$ cat src/rtl/assert_macros.svh
// ----------------------------------------------------------------------------
// assertion macros used by heartbeat_zero_crossing_detector_unit
// ----------------------------------------------------------------------------
`ifndef ASSERT_MACROS_SVH
`define ASSERT_MACROS_SVH

// same-cycle implication, checked on the rising clock edge outside reset
`define HZCD_ASSERT_SAME(label, clk, rst, ante, cons, msg) \
   label: assert property (@(posedge clk) disable iff (rst) (ante) |-> (cons)) \
      else $error(msg);

// next-cycle implication, checked on the rising clock edge outside reset
`define HZCD_ASSERT_NEXT(label, clk, rst, ante, cons, msg) \
   label: assert property (@(posedge clk) disable iff (rst) (ante) |=> (cons)) \
      else $error(msg);

`endif

$ cat src/rtl/hzcd_pkg.sv
// ----------------------------------------------------------------------------
// hzcd_pkg
// types, constants and the low-pass tap table of the heartbeat detector
// ----------------------------------------------------------------------------
`default_nettype none

package hzcd_pkg;

   localparam int SAMPLE_W   = 16;
   localparam int FRAC_W     = 15;
   localparam int DC_ACC_W   = SAMPLE_W + FRAC_W;
   localparam int TAP_W      = 13;
   localparam int FIR_HALF   = 11;
   localparam int FIR_LAST   = 2 * FIR_HALF;
   localparam int TAP_IDX_W  = 4;
   localparam int BACK_W     = 5;
   localparam int PROD_W     = SAMPLE_W + TAP_W + 1;
   localparam int FIR_ACC_W  = SAMPLE_W + FRAC_W;
   localparam int CSR_IDX_W  = 2;
   localparam int CSR_DATA_W = 16;

   localparam logic [SAMPLE_W-1:0] SPAN_LOWER_RESET = 16'd20;
   localparam logic [SAMPLE_W-1:0] SPAN_UPPER_RESET = 16'd1000;
   localparam logic signed [SAMPLE_W-1:0] PEAK_RESET   = 16'sd20;
   localparam logic signed [SAMPLE_W-1:0] TROUGH_RESET = -16'sd20;

   // half of the symmetric 23-tap kernel, center tap last
   localparam logic [TAP_W-1:0] FIR_TAPS [FIR_HALF+1] = '{
      13'd172,  13'd321,  13'd579,  13'd927,  13'd1360, 13'd1858,
      13'd2390, 13'd2916, 13'd3391, 13'd3768, 13'd4012, 13'd4096
   };

   typedef enum logic [CSR_IDX_W-1:0] {
      CSR_FILTER_ENABLE = 2'd0,
      CSR_FALLING_EDGE  = 2'd1,
      CSR_SPAN_LOWER    = 2'd2,
      CSR_SPAN_UPPER    = 2'd3
   } hzcd_csr_type;

   typedef struct packed {
      logic load_sample;
      logic dc_update;
      logic ac_update;
      logic fir_issue;
      logic detect;
   } hzcd_cmd_type;

   typedef struct packed {
      logic filter_enable;
      logic fir_busy;
   } hzcd_status_type;

endpackage

`default_nettype wire

$ cat src/rtl/hzcd_ram.sv
// ----------------------------------------------------------------------------
// hzcd_ram
// generic ram, one write port and two registered read ports
// ----------------------------------------------------------------------------
`default_nettype none

module hzcd_ram #(
   parameter int WIDTH = 16,
   parameter int DEPTH = 32,
   localparam int ADDR_W = $clog2(DEPTH)
) (
   input  wire logic              clock,
   input  wire logic              wr_en,
   input  wire logic [ADDR_W-1:0] wr_addr,
   input  wire logic [WIDTH-1:0]  wr_data,
   input  wire logic              rd_en,
   input  wire logic [ADDR_W-1:0] rd_addr_a,
   input  wire logic [ADDR_W-1:0] rd_addr_b,
   output logic      [WIDTH-1:0]  rd_data_a,
   output logic      [WIDTH-1:0]  rd_data_b
);

   logic [WIDTH-1:0] mem_ff [DEPTH];
   logic [WIDTH-1:0] rd_a_ff;
   logic [WIDTH-1:0] rd_b_ff;

   always_ff @(posedge clock) begin
      if (wr_en) begin
         mem_ff[wr_addr] <= wr_data;
      end
      if (rd_en) begin
         rd_a_ff <= mem_ff[rd_addr_a];
         rd_b_ff <= mem_ff[rd_addr_b];
      end
   end

   assign rd_data_a = rd_a_ff;
   assign rd_data_b = rd_b_ff;

endmodule

`default_nettype wire

$ cat src/rtl/hzcd_ctrl.sv
// ----------------------------------------------------------------------------
// hzcd_ctrl
// sequencer: dc update, ac, filter taps, drain, detection and result handoff
// ----------------------------------------------------------------------------
`default_nettype none

module hzcd_ctrl import hzcd_pkg::*; (
   input  wire logic                 clock,
   input  wire logic                 reset,
   input  wire logic                 req_valid,
   output logic                      req_ready,
   output logic                      rsp_valid,
   input  wire logic                 rsp_ready,
   input  wire hzcd_status_type      status,
   output hzcd_cmd_type              cmd,
   output logic      [TAP_IDX_W-1:0] tap_index
);

   typedef enum logic [2:0] {
      ST_IDLE,
      ST_DC,
      ST_AC,
      ST_FIR,
      ST_DRAIN,
      ST_DETECT
   } state_type;

   localparam logic [TAP_IDX_W-1:0] TAP_LAST = TAP_IDX_W'(FIR_HALF);

   state_type            state_ff, state_in;
   logic [TAP_IDX_W-1:0] tap_ff, tap_in;
   logic                 rsp_valid_ff, rsp_valid_in;
   logic                 out_free;

   assign out_free = !rsp_valid_ff || rsp_ready;

   always_comb begin
      state_in     = state_ff;
      tap_in       = tap_ff;
      rsp_valid_in = rsp_valid_ff;
      if (rsp_ready) begin
         rsp_valid_in = 1'b0;
      end
      unique case (state_ff)
         ST_IDLE: begin
            if (req_valid) begin
               state_in = ST_DC;
            end
         end
         ST_DC: begin
            state_in = ST_AC;
         end
         ST_AC: begin
            tap_in   = '0;
            state_in = status.filter_enable ? ST_FIR : ST_DETECT;
         end
         ST_FIR: begin
            tap_in = tap_ff + 1'b1;
            if (tap_ff == TAP_LAST) begin
               state_in = ST_DRAIN;
            end
         end
         ST_DRAIN: begin
            // last product lands in the accumulator on this edge
            if (!status.fir_busy) begin
               state_in = ST_DETECT;
            end
         end
         ST_DETECT: begin
            if (out_free) begin
               rsp_valid_in = 1'b1;
               state_in     = ST_IDLE;
            end
         end
         default: begin
            state_in = ST_IDLE;
         end
      endcase
   end

   always_ff @(posedge clock) begin
      if (reset) begin
         state_ff     <= ST_IDLE;
         tap_ff       <= '0;
         rsp_valid_ff <= 1'b0;
      end else begin
         state_ff     <= state_in;
         tap_ff       <= tap_in;
         rsp_valid_ff <= rsp_valid_in;
      end
   end

   always_comb begin
      cmd             = '0;
      cmd.load_sample = (state_ff == ST_IDLE) && req_valid;
      cmd.dc_update   = (state_ff == ST_DC);
      cmd.ac_update   = (state_ff == ST_AC);
      cmd.fir_issue   = (state_ff == ST_FIR);
      cmd.detect      = (state_ff == ST_DETECT) && out_free;
   end

   assign req_ready = (state_ff == ST_IDLE);
   assign rsp_valid = rsp_valid_ff;
   assign tap_index = tap_ff;

endmodule

`default_nettype wire

$ cat src/rtl/hzcd_datapath.sv
// ----------------------------------------------------------------------------
// hzcd_datapath
// dc tracker, history ring with pipelined symmetric mac, crossing detector
// ----------------------------------------------------------------------------
`default_nettype none

module hzcd_datapath import hzcd_pkg::*; #(
   parameter int DC_SMOOTH_SHIFT = 4,
   parameter int HISTORY_DEPTH   = 32
) (
   input  wire logic                         clock,
   input  wire logic                         reset,
   input  wire hzcd_cmd_type                 cmd,
   input  wire logic        [TAP_IDX_W-1:0]  tap_index,
   output hzcd_status_type                   status,
   input  wire logic                         csr_wr_en,
   input  wire logic        [CSR_IDX_W-1:0]  csr_index,
   input  wire logic        [CSR_DATA_W-1:0] csr_wdata,
   input  wire logic        [SAMPLE_W-1:0]   req_sample,
   output logic                              rsp_beat,
   output logic signed      [SAMPLE_W-1:0]   rsp_ac_value,
   output logic             [SAMPLE_W-1:0]   rsp_dc_level
);

   localparam int PTR_W = $clog2(HISTORY_DEPTH);

   function automatic logic [PTR_W-1:0] ring_back(input logic [PTR_W-1:0]  ptr,
                                                  input logic [BACK_W-1:0] back);
      logic [PTR_W:0] diff;
      diff = {1'b0, ptr} - (PTR_W+1)'(back);
      if (diff[PTR_W]) begin
         diff = diff + (PTR_W+1)'(HISTORY_DEPTH);
      end
      return diff[PTR_W-1:0];
   endfunction

   // configuration
   logic                cfg_filter_ff, cfg_falling_ff;
   logic [SAMPLE_W-1:0] cfg_lower_ff, cfg_upper_ff;

   always_ff @(posedge clock) begin
      if (reset) begin
         cfg_filter_ff  <= 1'b0;
         cfg_falling_ff <= 1'b0;
         cfg_lower_ff   <= SPAN_LOWER_RESET;
         cfg_upper_ff   <= SPAN_UPPER_RESET;
      end else if (csr_wr_en) begin
         unique case (hzcd_csr_type'(csr_index))
            CSR_FILTER_ENABLE: cfg_filter_ff  <= csr_wdata[0];
            CSR_FALLING_EDGE:  cfg_falling_ff <= csr_wdata[0];
            CSR_SPAN_LOWER:    cfg_lower_ff   <= csr_wdata[SAMPLE_W-1:0];
            CSR_SPAN_UPPER:    cfg_upper_ff   <= csr_wdata[SAMPLE_W-1:0];
            default: begin
            end
         endcase
      end
   end

   // dc tracker and ac
   logic        [SAMPLE_W-1:0] sample_ff;
   logic        [DC_ACC_W-1:0] dc_acc_ff, dc_acc_in;
   logic signed [DC_ACC_W:0]   dc_diff, dc_step;
   logic        [SAMPLE_W-1:0] dc_now;
   logic signed [SAMPLE_W-1:0] ac_raw, ac_ff;

   assign dc_diff   = $signed({1'b0, sample_ff, FRAC_W'(0)}) - $signed({1'b0, dc_acc_ff});
   assign dc_step   = dc_diff >>> DC_SMOOTH_SHIFT;
   assign dc_acc_in = dc_acc_ff + dc_step[DC_ACC_W-1:0];
   assign dc_now    = dc_acc_ff[DC_ACC_W-1:FRAC_W];
   assign ac_raw    = $signed(sample_ff - dc_now);

   always_ff @(posedge clock) begin
      if (cmd.load_sample) begin
         sample_ff <= req_sample;
      end
      if (cmd.ac_update) begin
         ac_ff <= ac_raw;
      end
   end

   // history ring
   logic [PTR_W-1:0]    ptr_ff, ptr_in;
   logic                valid_ff [HISTORY_DEPTH];
   logic                ring_wr;
   logic [PTR_W-1:0]    addr_a, addr_b;
   logic [SAMPLE_W-1:0] ring_a, ring_b;

   assign ring_wr = cmd.ac_update && cfg_filter_ff;
   assign addr_a  = ring_back(ptr_ff, BACK_W'(tap_index));
   assign addr_b  = ring_back(ptr_ff, BACK_W'(FIR_LAST) - BACK_W'(tap_index));

   hzcd_ram #(
      .WIDTH (SAMPLE_W),
      .DEPTH (HISTORY_DEPTH)
   ) u_ring (
      .clock     (clock),
      .wr_en     (ring_wr),
      .wr_addr   (ptr_ff),
      .wr_data   (ac_raw),
      .rd_en     (cmd.fir_issue),
      .rd_addr_a (addr_a),
      .rd_addr_b (addr_b),
      .rd_data_a (ring_a),
      .rd_data_b (ring_b)
   );

   // entries never written read as zero
   always_ff @(posedge clock) begin
      if (reset) begin
         for (int i = 0; i < HISTORY_DEPTH; i++) begin
            valid_ff[i] <= 1'b0;
         end
      end else if (ring_wr) begin
         valid_ff[ptr_ff] <= 1'b1;
      end
   end

   // mac pipeline: read, pair product, accumulate
   logic                        s1_en_ff, s2_en_ff;
   logic        [TAP_IDX_W-1:0] s1_tap_ff;
   logic                        va_ff, vb_ff;
   logic signed [SAMPLE_W-1:0]  pair_a, pair_b, pair_sum;
   logic signed [PROD_W-1:0]    prod_in, prod_ff;
   logic signed [FIR_ACC_W-1:0] fir_acc_ff, fir_acc_in;

   assign pair_a   = va_ff ? $signed(ring_a) : '0;
   assign pair_b   = (vb_ff && (s1_tap_ff != TAP_IDX_W'(FIR_HALF))) ? $signed(ring_b) : '0;
   assign pair_sum = pair_a + pair_b;
   assign prod_in  = PROD_W'(pair_sum * $signed({1'b0, FIR_TAPS[s1_tap_ff]}));

   always_comb begin
      fir_acc_in = fir_acc_ff;
      if (cmd.ac_update) begin
         fir_acc_in = '0;
      end else if (s2_en_ff) begin
         fir_acc_in = fir_acc_ff + FIR_ACC_W'(prod_ff);
      end
   end

   always_ff @(posedge clock) begin
      if (reset) begin
         s1_en_ff <= 1'b0;
         s2_en_ff <= 1'b0;
      end else begin
         s1_en_ff <= cmd.fir_issue;
         s2_en_ff <= s1_en_ff;
      end
   end

   always_ff @(posedge clock) begin
      if (cmd.fir_issue) begin
         s1_tap_ff <= tap_index;
         va_ff     <= valid_ff[addr_a];
         vb_ff     <= valid_ff[addr_b];
      end
      if (s1_en_ff) begin
         prod_ff <= prod_in;
      end
      fir_acc_ff <= fir_acc_in;
   end

   // crossing detector
   logic signed [SAMPLE_W-1:0] cur_ac, cur_ac_ff, cur_ac_in;
   logic signed [SAMPLE_W-1:0] lpeak_ff, lpeak_in, ltrough_ff, ltrough_in;
   logic signed [SAMPLE_W-1:0] rpeak_ff, rpeak_in, rtrough_ff, rtrough_in;
   logic                       pos_ff, pos_in, neg_ff, neg_in;
   logic                       rise, fall, span_ok, beat;
   logic signed [SAMPLE_W:0]   span;
   logic                       acc_en;

   assign cur_ac = cfg_filter_ff ? fir_acc_ff[FIR_ACC_W-1:FRAC_W] : ac_ff;
   assign rise   = (cur_ac_ff < 0) && (cur_ac >= 0);
   assign fall   = (cur_ac_ff > 0) && (cur_ac <= 0);
   assign acc_en = cmd.detect;

   always_comb begin
      cur_ac_in  = cur_ac_ff;
      lpeak_in   = lpeak_ff;
      ltrough_in = ltrough_ff;
      rpeak_in   = rpeak_ff;
      rtrough_in = rtrough_ff;
      pos_in     = pos_ff;
      neg_in     = neg_ff;
      if (acc_en) begin
         cur_ac_in = cur_ac;
         if (rise) begin
            lpeak_in   = rpeak_ff;
            ltrough_in = rtrough_ff;
            pos_in     = 1'b1;
            neg_in     = 1'b0;
            rpeak_in   = '0;
         end
         if (fall) begin
            pos_in     = 1'b0;
            neg_in     = 1'b1;
            rtrough_in = '0;
         end
         if (pos_in && (cur_ac > cur_ac_ff)) begin
            rpeak_in = cur_ac;
         end
         if (neg_in && (cur_ac < cur_ac_ff)) begin
            rtrough_in = cur_ac;
         end
      end
   end

   // a rising crossing judges the span it has just latched
   assign span    = (SAMPLE_W+1)'(lpeak_in) - (SAMPLE_W+1)'(ltrough_in);
   assign span_ok = (span > $signed({1'b0, cfg_lower_ff}))
                 && (span < $signed({1'b0, cfg_upper_ff}));
   assign beat    = span_ok && ((rise && !cfg_falling_ff) || (fall && cfg_falling_ff));

   always_comb begin
      ptr_in = ptr_ff;
      if (acc_en && cfg_filter_ff) begin
         ptr_in = (ptr_ff == PTR_W'(HISTORY_DEPTH - 1)) ? '0 : ptr_ff + 1'b1;
      end
   end

   always_ff @(posedge clock) begin
      if (reset) begin
         dc_acc_ff  <= '0;
         ptr_ff     <= '0;
         cur_ac_ff  <= '0;
         lpeak_ff   <= PEAK_RESET;
         ltrough_ff <= TROUGH_RESET;
         rpeak_ff   <= '0;
         rtrough_ff <= '0;
         pos_ff     <= 1'b0;
         neg_ff     <= 1'b0;
      end else begin
         if (cmd.dc_update) begin
            dc_acc_ff <= dc_acc_in;
         end
         ptr_ff     <= ptr_in;
         cur_ac_ff  <= cur_ac_in;
         lpeak_ff   <= lpeak_in;
         ltrough_ff <= ltrough_in;
         rpeak_ff   <= rpeak_in;
         rtrough_ff <= rtrough_in;
         pos_ff     <= pos_in;
         neg_ff     <= neg_in;
      end
   end

   // result register
   logic                       rsp_beat_ff;
   logic signed [SAMPLE_W-1:0] rsp_ac_ff;
   logic        [SAMPLE_W-1:0] rsp_dc_ff;

   always_ff @(posedge clock) begin
      if (cmd.detect) begin
         rsp_beat_ff <= beat;
         rsp_ac_ff   <= cur_ac;
         rsp_dc_ff   <= dc_now;
      end
   end

   assign rsp_beat     = rsp_beat_ff;
   assign rsp_ac_value = rsp_ac_ff;
   assign rsp_dc_level = rsp_dc_ff;

   assign status.filter_enable = cfg_filter_ff;
   assign status.fir_busy      = s1_en_ff;

endmodule

`default_nettype wire

$ cat src/rtl/heartbeat_zero_crossing_detector_unit.sv
// ----------------------------------------------------------------------------
// heartbeat_zero_crossing_detector_unit
// one optical sensor sample in, one result (beat, ac value, dc level) out.
//
// req_*: one sample per transaction, valid/ready. rsp_*: one result per
// sample, valid/ready, in input order. csr_*: write-only register port, to
// be written by the user only while the unit is idle; it is not enforced.
// with the low-pass filter on, an accepted sample passes dc update, ac,
// the filter taps, the mac drain and detection; with it off, dc update,
// ac and detection. a new sample is taken only once the previous one is
// finished. the filter cost is set by its 12 pair reads from the dual-read
// history ram feeding a single shared multiplier, plus the pipeline drain.
// the result sits in an output register, so the next sample is accepted
// and processed while the receiver stalls; it waits in its final step
// only if the previous result has still not been taken.
// reset is synchronous: dc estimate, history (through per-entry valid
// bits), peak/trough state, control and configuration registers go to
// their reset values at once, with no clearing pass.
// ----------------------------------------------------------------------------
`default_nettype none

`include "assert_macros.svh"

module heartbeat_zero_crossing_detector_unit import hzcd_pkg::*; #(
   parameter int DC_SMOOTH_SHIFT = 4,
   parameter int HISTORY_DEPTH   = 32
) (
   input  wire logic                         clock,
   input  wire logic                         reset,
   input  wire logic                         req_valid,
   output logic                              req_ready,
   input  wire logic        [SAMPLE_W-1:0]   req_sample,
   output logic                              rsp_valid,
   input  wire logic                         rsp_ready,
   output logic                              rsp_beat,
   output logic signed      [SAMPLE_W-1:0]   rsp_ac_value,
   output logic             [SAMPLE_W-1:0]   rsp_dc_level,
   input  wire logic                         csr_wr_en,
   input  wire logic        [CSR_IDX_W-1:0]  csr_index,
   input  wire logic        [CSR_DATA_W-1:0] csr_wdata
);

   hzcd_cmd_type         cmd;
   hzcd_status_type      status;
   logic [TAP_IDX_W-1:0] tap_index;

   hzcd_ctrl u_ctrl (
      .clock     (clock),
      .reset     (reset),
      .req_valid (req_valid),
      .req_ready (req_ready),
      .rsp_valid (rsp_valid),
      .rsp_ready (rsp_ready),
      .status    (status),
      .cmd       (cmd),
      .tap_index (tap_index)
   );

   hzcd_datapath #(
      .DC_SMOOTH_SHIFT (DC_SMOOTH_SHIFT),
      .HISTORY_DEPTH   (HISTORY_DEPTH)
   ) u_datapath (
      .clock        (clock),
      .reset        (reset),
      .cmd          (cmd),
      .tap_index    (tap_index),
      .status       (status),
      .csr_wr_en    (csr_wr_en),
      .csr_index    (csr_index),
      .csr_wdata    (csr_wdata),
      .req_sample   (req_sample),
      .rsp_beat     (rsp_beat),
      .rsp_ac_value (rsp_ac_value),
      .rsp_dc_level (rsp_dc_level)
   );

   `HZCD_ASSERT_NEXT(a_busy_after_accept, clock, reset, req_valid && req_ready, !req_ready, "sample accepted while one is in flight")
   `HZCD_ASSERT_SAME(a_fir_only_enabled, clock, reset, cmd.fir_issue, status.filter_enable, "filter taps read with filter disabled")
   `HZCD_ASSERT_SAME(a_detect_when_free, clock, reset, cmd.detect, !rsp_valid || rsp_ready, "result overwrites an untaken transaction")
   `HZCD_ASSERT_NEXT(a_detect_gives_rsp, clock, reset, cmd.detect, rsp_valid, "finished sample gave no result")

endmodule

`default_nettype wire
$ cat config.mk
export PLATFORM = sky130hd
export DESIGN_NAME = heartbeat_zero_crossing_detector_unit
export DESIGN_NICKNAME = d
export VERILOG_FILES = /design/src/rtl/hzcd_pkg.sv /design/src/rtl/hzcd_ram.sv /design/src/rtl/hzcd_ctrl.sv /design/src/rtl/hzcd_datapath.sv /design/src/rtl/heartbeat_zero_crossing_detector_unit.sv
export VERILOG_INCLUDE_DIRS = /design/src /design/src/rtl
export SDC_FILE = /design/constraint.sdc
export NUM_CORES = 2
export LEC_CHECK = 0
export ABC_AREA = 0
export ABC_CLOCK_PERIOD_IN_PS = 15010
export BUFFER_PORTS_ARGS = -buffer_cell sky130_fd_sc_hd__buf_2
export CAP_MARGIN = 20
export CORE_MARGIN = 10
export CORE_UTILIZATION = 30
export DETAILED_ROUTE_END_ITERATION = 7
export PLACE_DENSITY = 0.56
export SLEW_MARGIN = 20
export SYNTH_ARGS = -nofsm -noshare
export SYNTH_HDL_FRONTEND = slang
export SYNTH_SLANG_ARGS = --single-unit
$ cat constraint.sdc
create_clock -name clock -period 15.01 [get_ports clock]
set_clock_uncertainty 0.1 [all_clocks]
set_input_delay 2.2515 -clock clock [delete_from_list [all_inputs] [get_ports clock]]
set_output_delay 2.2515 -clock clock [all_outputs]
set_load 0.01 [all_outputs]
**Yosys cells after proc, flatten, opt, wreduce, memory -nomap -nowiden**

Memory sizes are Yosys's and may differ from the RTL's. A register that Yosys moved wholly into a read port is not among the register bits.
Cells that the tools add are included.

- Reduce and logical (&&, ||, !) cells: 30
- Eq/ne operators: 15
- Bitwise gates (word level): 1
- Multipliers: 1
- Order comparisons: 9
- Add/subtract/negate cells: 13
- Multiplexer cells: 41

Operators by type and width:

| cell | number |
|---|---|
| 16-bit 2-to-1 mux | 11 |
| 31-bit by 31-bit subtractor with 32-bit output | 1 |
| 31-bit by 30-bit adder with 31-bit output | 1 |
| 31-bit adder | 1 |
| 16-bit by 14-bit multiplier with 30-bit output | 1 |
| 13-bit 2-to-1 mux | 2 |
| 5-bit 2-to-1 mux | 4 |
| 3-bit case mux with 6 select lines | 1 |
| 17-bit > comparator | 1 |
| 17-bit less-than comparator | 1 |
| 1-bit 2-to-1 mux | 17 |
| 16-bit by 16-bit subtractor with 17-bit output | 1 |
| 16-bit adder | 1 |
| 16-bit by 1-bit greater-or-equal comparator with 1-bit output, second input constant | 1 |
| 16-bit by 1-bit > comparator with 1-bit output, second input constant | 1 |
| 16-bit > comparator | 1 |
| 16-bit by 1-bit <= comparator with 1-bit output, second input constant | 1 |
| 16-bit by 1-bit less-than comparator with 1-bit output, second input constant | 1 |
| 16-bit less-than comparator | 1 |
| 16-bit subtractor | 1 |
| 5-bit by 1-bit adder with 5-bit output, second input constant | 3 |
| 3-bit 2-to-1 mux | 5 |
| 1-bit logical AND | 13 |
| 2-bit AND reduction | 6 |
| 24 further kinds | 33 |

- ROM bits: 208
- Output and inout port bits: 35
- Memories kept: 3
- Input bits: 39
- Memory bits (writable): 544
- Register bits after elaboration: 292

Memories:

| memory | words | width | read ports | clocked after memory_dff | write ports | line | source |
|---|---|---|---|---|---|---|---|
| u_datapath.u_ring.mem_ff | 32 | 16 | 2 | 2 | 1 | hzcd_ram.sv:23 | `logic [WIDTH-1:0] mem_ff [DEPTH];` |
| (no name shown) | 16 | 13 | 1 | 0 | 0 | hzcd_datapath.sv:129 | `assign prod_in = PROD_W'(pair_sum * $signed({1'b0, FIR_TAPS[s1_tap_ff]}));` |
| u_datapath.valid_ff | 32 | 1 | 2 | 2 | 32 | hzcd_datapath.sv:83 | `logic valid_ff [HISTORY_DEPTH];` |

**Depth between registers and ports, before layout**

- Depth after elaboration: 9
- Gate-level depth with buffers: 40
- Depth with buffers taken out: 38

**Hierarchy**

From an unflattened synthesis, not the netlist that was laid out.

- Cells, all modules: 4737
- Area, all modules: 53329.9 µm²

By module, submodules not included:

| module | area each (µm²) | times used | sequential area each (µm²) | cells each |
|---|---|---|---|---|
| hzcd_datapath | 27111.0 | 1 | 7377.1 | 2954 |
| hzcd_ram | 25757.2 | 1 | 16335.7 | 1728 |
| hzcd_ctrl | 461.7 | 1 | 160.2 | 55 |

**Least setup slack after synthesis**

No wires, ideal clock.

- Path kind: flip-flop to flip-flop
- From: register u_datapath.s1_tap_ff[0]
- To: register u_datapath.prod_ff[29] (data pin)
- Cell stages (with the launch flop): 39
- Period minus slack after synthesis: 9209 ps
- Slack: 5801 ps
- Library setup time: 282 ps
- Arrival time: 8827 ps
- Required time: 14628 ps
- Path through: edfxtp_1 -> ha_1 -> nand2_1 -> o21a_1 -> clkbuf_1 -> and2_1 -> ha_1 -> inv_1 -> fa_1 -> nor2b_1 -> o21ai_0 -> a21boi_0 -> o21ai_1 -> a211o_1 -> a31oi_1 -> or4_1 -> nand3_1 -> clkbuf_1 -> [3 not listed] -> fa_1 -> inv_1 -> fa_1 -> fa_1 -> fa_1 -> inv_1 -> fa_1 -> inv_1 -> ha_1 -> nand2_1 -> nand2_1 -> a2111oi_0 -> nor2_1 -> o41ai_2 -> o21ai_0 -> nor2_1 -> o221ai_1 -> xor2_1

- Cells in the longest elaborated chain, start to end: 5

Ends and longest elaborated chain:

| element | line | source |
|---|---|---|
| start: declaration | hzcd_datapath.sv:120 | `logic [TAP_IDX_W-1:0] s1_tap_ff;` |
| start signal: assignment | hzcd_datapath.sv:152 | `s1_tap_ff <= tap_index;` |
| 4-bit != test / 4-bit inverter with 5-bit output (equally long branches) | hzcd_datapath.sv:127, hzcd_datapath.sv:129 |  |
| 1-bit logical AND / memory 16 x 13 bit (equally long branches) | n/a |  |
| 16-bit 2-to-1 mux / 13-bit 2-to-1 mux (equally long branches) | hzcd_datapath.sv:127, hzcd_datapath.sv:129 |  |
| 16-bit adder / 13-bit 2-to-1 mux (equally long branches) | hzcd_datapath.sv:128, hzcd_datapath.sv:129 |  |
| 16-bit by 14-bit multiplier with 30-bit output * | hzcd_datapath.sv:129 |  |
| via u_datapath.prod_in[29] | hzcd_datapath.sv:123 | `logic signed [PROD_W-1:0] prod_in, prod_ff;` |
| end signal: assignment | hzcd_datapath.sv:157 | `prod_ff <= prod_in;` |
| end: declaration | hzcd_datapath.sv:123 |  |

Mark *: on every way through the listed nets, which the timed path passes. The rest lies on a longest branch. The select of a mux whose other input is x is not followed.
A chain may end at the register's enable or synchronous reset.

**Worst setup path in the final report**

- From: register u_datapath.s1_tap_ff[3]
- To: register u_datapath.prod_ff[28] (data pin)

Same word-level chain as after synthesis.

==> results.ini <==
[synthesis]
synthFlopType=edfxtp_1
synthCells=4061
yosys-top-cells-area=edfxtp_1 (37%), mux4_2 (15%), dfxtp_1 (8.7%)
yosysWarnings=0
synth.distinct_cells=89
synth_top_cell_by_area=edfxtp_1
synth_top_cell_area_share_pct=37.4
async_flop_share_pct=0
ys_seq_elements=870
synth_seq_area_share_pct=46.1
synth.cell_area_um2=51800
synth_edf_count=645
avgSynthCellArea_um2=12.8
syn-num-nets=4553

[cts]
cts_made_buffers=95
holdBufCountCts=0
cts_tree=done
clkSinkCount=870
clk_pin_slew_worst_paths_ns=0.07
cts_buffer_depth=3
clk_latency_ns=0.72
htreeDepth=3
cts_setup_buffers=0
clock-root-buffer=clkbuf_16
cts_resized=0

[detailed_routing]
drt_first_pass_iters=5
viasPerCell=5.07
drt-initial-drc-count=2648
routed_wl_um=135000
remaining_drc_errors=0
wl_per_cell_um=20.7
ant_nets=0
vias=33000

[grt]
grt_pass1_vias=33300
grtUsageTotal_pct=13.8
antenna_found_initial=0
grt_max_degree=137
grt_overflow=0
grt_pass1_wl_um=205000

[setup_path]
path_class=flip-flop to flip-flop
rr_endpoint=u_datapath.prod_ff[28]
critPathLaunch=u_datapath.s1_tap_ff[3]
end_kind=flip-flop
cp_common_cell=fa_1
reg2reg_slack_ns=4.51
worst_ep_arrival_time_ns=10.83
crit_fanout=22
start_kind=flip-flop
cp_slowest_stage_delay_ns=0.73
required_ns=15.34
crit_slowest_cell=xnor2_1
r2r_start=u_datapath.s1_tap_ff[3]
r2r_cells=34
crit_path_end=u_datapath.prod_ff[28]

[final_layout]
area_delta_synth_final_pct=12.6
layout-drive-gt1-share_pct=18.1
nets=4608
final_common_cell=edfxtp_1
fin_util_pct=34.0
num_antenna_cells=0
layoutNonFillerInstCount=6507
final_cell_mix=edfxtp_1 (645), inv_1 (392), nand2_1 (348)

[timing]
finalSetupViolCount=0
max_slew_margin_pct=25.9
fmax_ghz=0.0953
min_period_ns=10.50
finalSetupTns_ns=0
final_hold_viol_count=0
rsz0062_at_grt=false
drv_slew=0
period_share_pct=69.9
setup_ws_ns=4.51
tightestPinTransition_ns=1.10

[die]
core_um2=172000
io_pins=74
die_x_um=435
num_rows=152
start_util_pct=30.2
die-area_um2=190000
dieHeight_um=435

[status]
status=complete, no violations

[run]
maxCapViolations=0

[placement]
dp_hpwl_um=91200
pre_cts_slack_ns=4.53
place.gp.congestion=0.855
numPlacedInstances=6328
portBuffers=73

[power_and_ir_drop]
ir_drop_uv=172
p_leak_nw=21.8
power_density_nw_per_um2=158

[hold_path]
min_path_type=flip-flop to flip-flop

## worst min-delay path by stage
stage,startpoint,to,slack [ns],depth (start not counted)
after floorplan,u_datapath.dc_acc_ff[30],u_datapath.rsp_dc_level[15],0.31,0
after global placement,u_datapath.cfg_lower_ff[7],u_datapath.cfg_lower_ff[7],0.34,2
after detailed placement,u_datapath.cfg_lower_ff[12],u_datapath.cfg_lower_ff[12],0.35,2
after CTS,u_datapath.cfg_lower_ff[6],u_datapath.cfg_lower_ff[6],0.36,2
after global routing,u_datapath.cfg_lower_ff[8],u_datapath.cfg_lower_ff[8],0.37,2
final,u_datapath.cfg_lower_ff[13],u_datapath.cfg_lower_ff[13],0.35,2
## flip-flops by register name, indices dropped and copies added (netlist names), 3 cells and up
| register | count |
|---|---|
| u_ctrl.tap_index | 4 |
| u_datapath.rsp_ac_value | 16 |
| u_datapath.rsp_dc_level | 16 |
| u_datapath.lpeak_ff | 16 |
| u_ctrl.state_ff | 3 |
| u_datapath.u_ring.rd_data_a | 16 |
| u_datapath.cfg_upper_ff | 16 |
| u_datapath.cfg_lower_ff | 16 |
| u_datapath.dc_acc_ff | 31 |
| u_datapath.valid_ff | 32 |
| u_datapath.rpeak_ff | 16 |
| u_datapath.u_ring.rd_data_b | 16 |
| u_datapath.ac_ff | 16 |
| u_datapath.ltrough_ff | 16 |
| u_datapath.fir_acc_ff | 31 |
| u_datapath.ptr_ff | 5 |
| u_datapath.u_ring.mem_ff | 512 |
| u_datapath.sample_ff | 16 |
| u_datapath.prod_ff | 30 |
| u_datapath.rtrough_ff | 16 |
| u_datapath.s1_tap_ff | 4 |
| u_datapath.cur_ac_ff | 16 |
## critical path, delay by kind of cell (launching register included)
family	cells	cell delay (ns)
fa+ha+maj	9	4.08
compound gates	13	3.13
xor+xnor	2	0.88
simple gates	5	0.87
flops	1	0.67
buf+inv	5	0.49
## cells by family after synthesis
| kind of cell | after synthesis | share of synthesized area, % |
|---|---|---|
| simple gates | 912 | 7.98 |
| buf+inv | 585 | 4.29 |
| fa+ha+maj | 453 | 14.0 |
| compound gates | 658 | 8.47 |
| xor+xnor | 160 | 2.71 |
| flops | 870 | 46.1 |
| mux | 423 | 16.5 |
## per-layer routing
metal  track usage, %  wire [µm]  part of all wire [%]  vias to the layer above
met1             18.5      58600                    43                    16900
met2             23.1      65300                    48                      827
met3             2.03       7340                   5.4                      205
li1                 -          -                     -                    15000
met4             4.18       3750                   2.8                        0
met5                0          0                     0                        -
## where the power goes
group	switching, mW	internal (mW)
logic	2.28	1.47
registers	0.0787	3.13
clock network	1.01	1.24
## final cells by class
type / instances / area, µm²
clock buffer: 134 / 2650
clock inverter: 44 / 377
fill: 16900 / 113000
inverter: 398 / 1490
multi-input combinational: 2606 / 26100
sequential: 870 / 23900
tap: 2310 / 2890
timing repair buffer: 145 / 957
## stage by stage
step                power, mW  hold WS, ns  cell area [µm²]
floorplan                6.03        0.308            51800
global placement         7.00        0.343            55200
detailed placement       7.05        0.348            55300
CTS                      9.32        0.356            58300
global route             9.86        0.370            58300
finish                   9.21        0.354            58300
## cell usage after synthesis (all sizes together) (11+ instances only)
| master | number |
|---|---|
| buf | 38 |
| xor2 | 56 |
| nand3 | 44 |
| nor2 | 279 |
| ha | 244 |
| nor2b | 28 |
| a21o | 61 |
| edfxtp | 645 |
| o211ai | 18 |
| inv | 397 |
| mux4 | 340 |
| nand2 | 349 |
| nand4 | 21 |
| nor3 | 35 |
| a21boi | 11 |
| mux2 | 34 |
| o2111ai | 23 |
| or3 | 15 |
| and3 | 18 |
| dfxtp | 225 |
| a31oi | 13 |
| fa | 209 |
| mux2i | 49 |
| o31ai | 28 |
| nor4 | 12 |
| o21a | 58 |
| nand2b | 26 |
| and2 | 45 |
| xnor2 | 104 |
| a22o | 17 |
| o21ai | 96 |
| a21oi | 207 |
| a211oi | 37 |
| o21bai | 23 |
| clkbuf | 149 |
(Power assumes the default switching activity.)
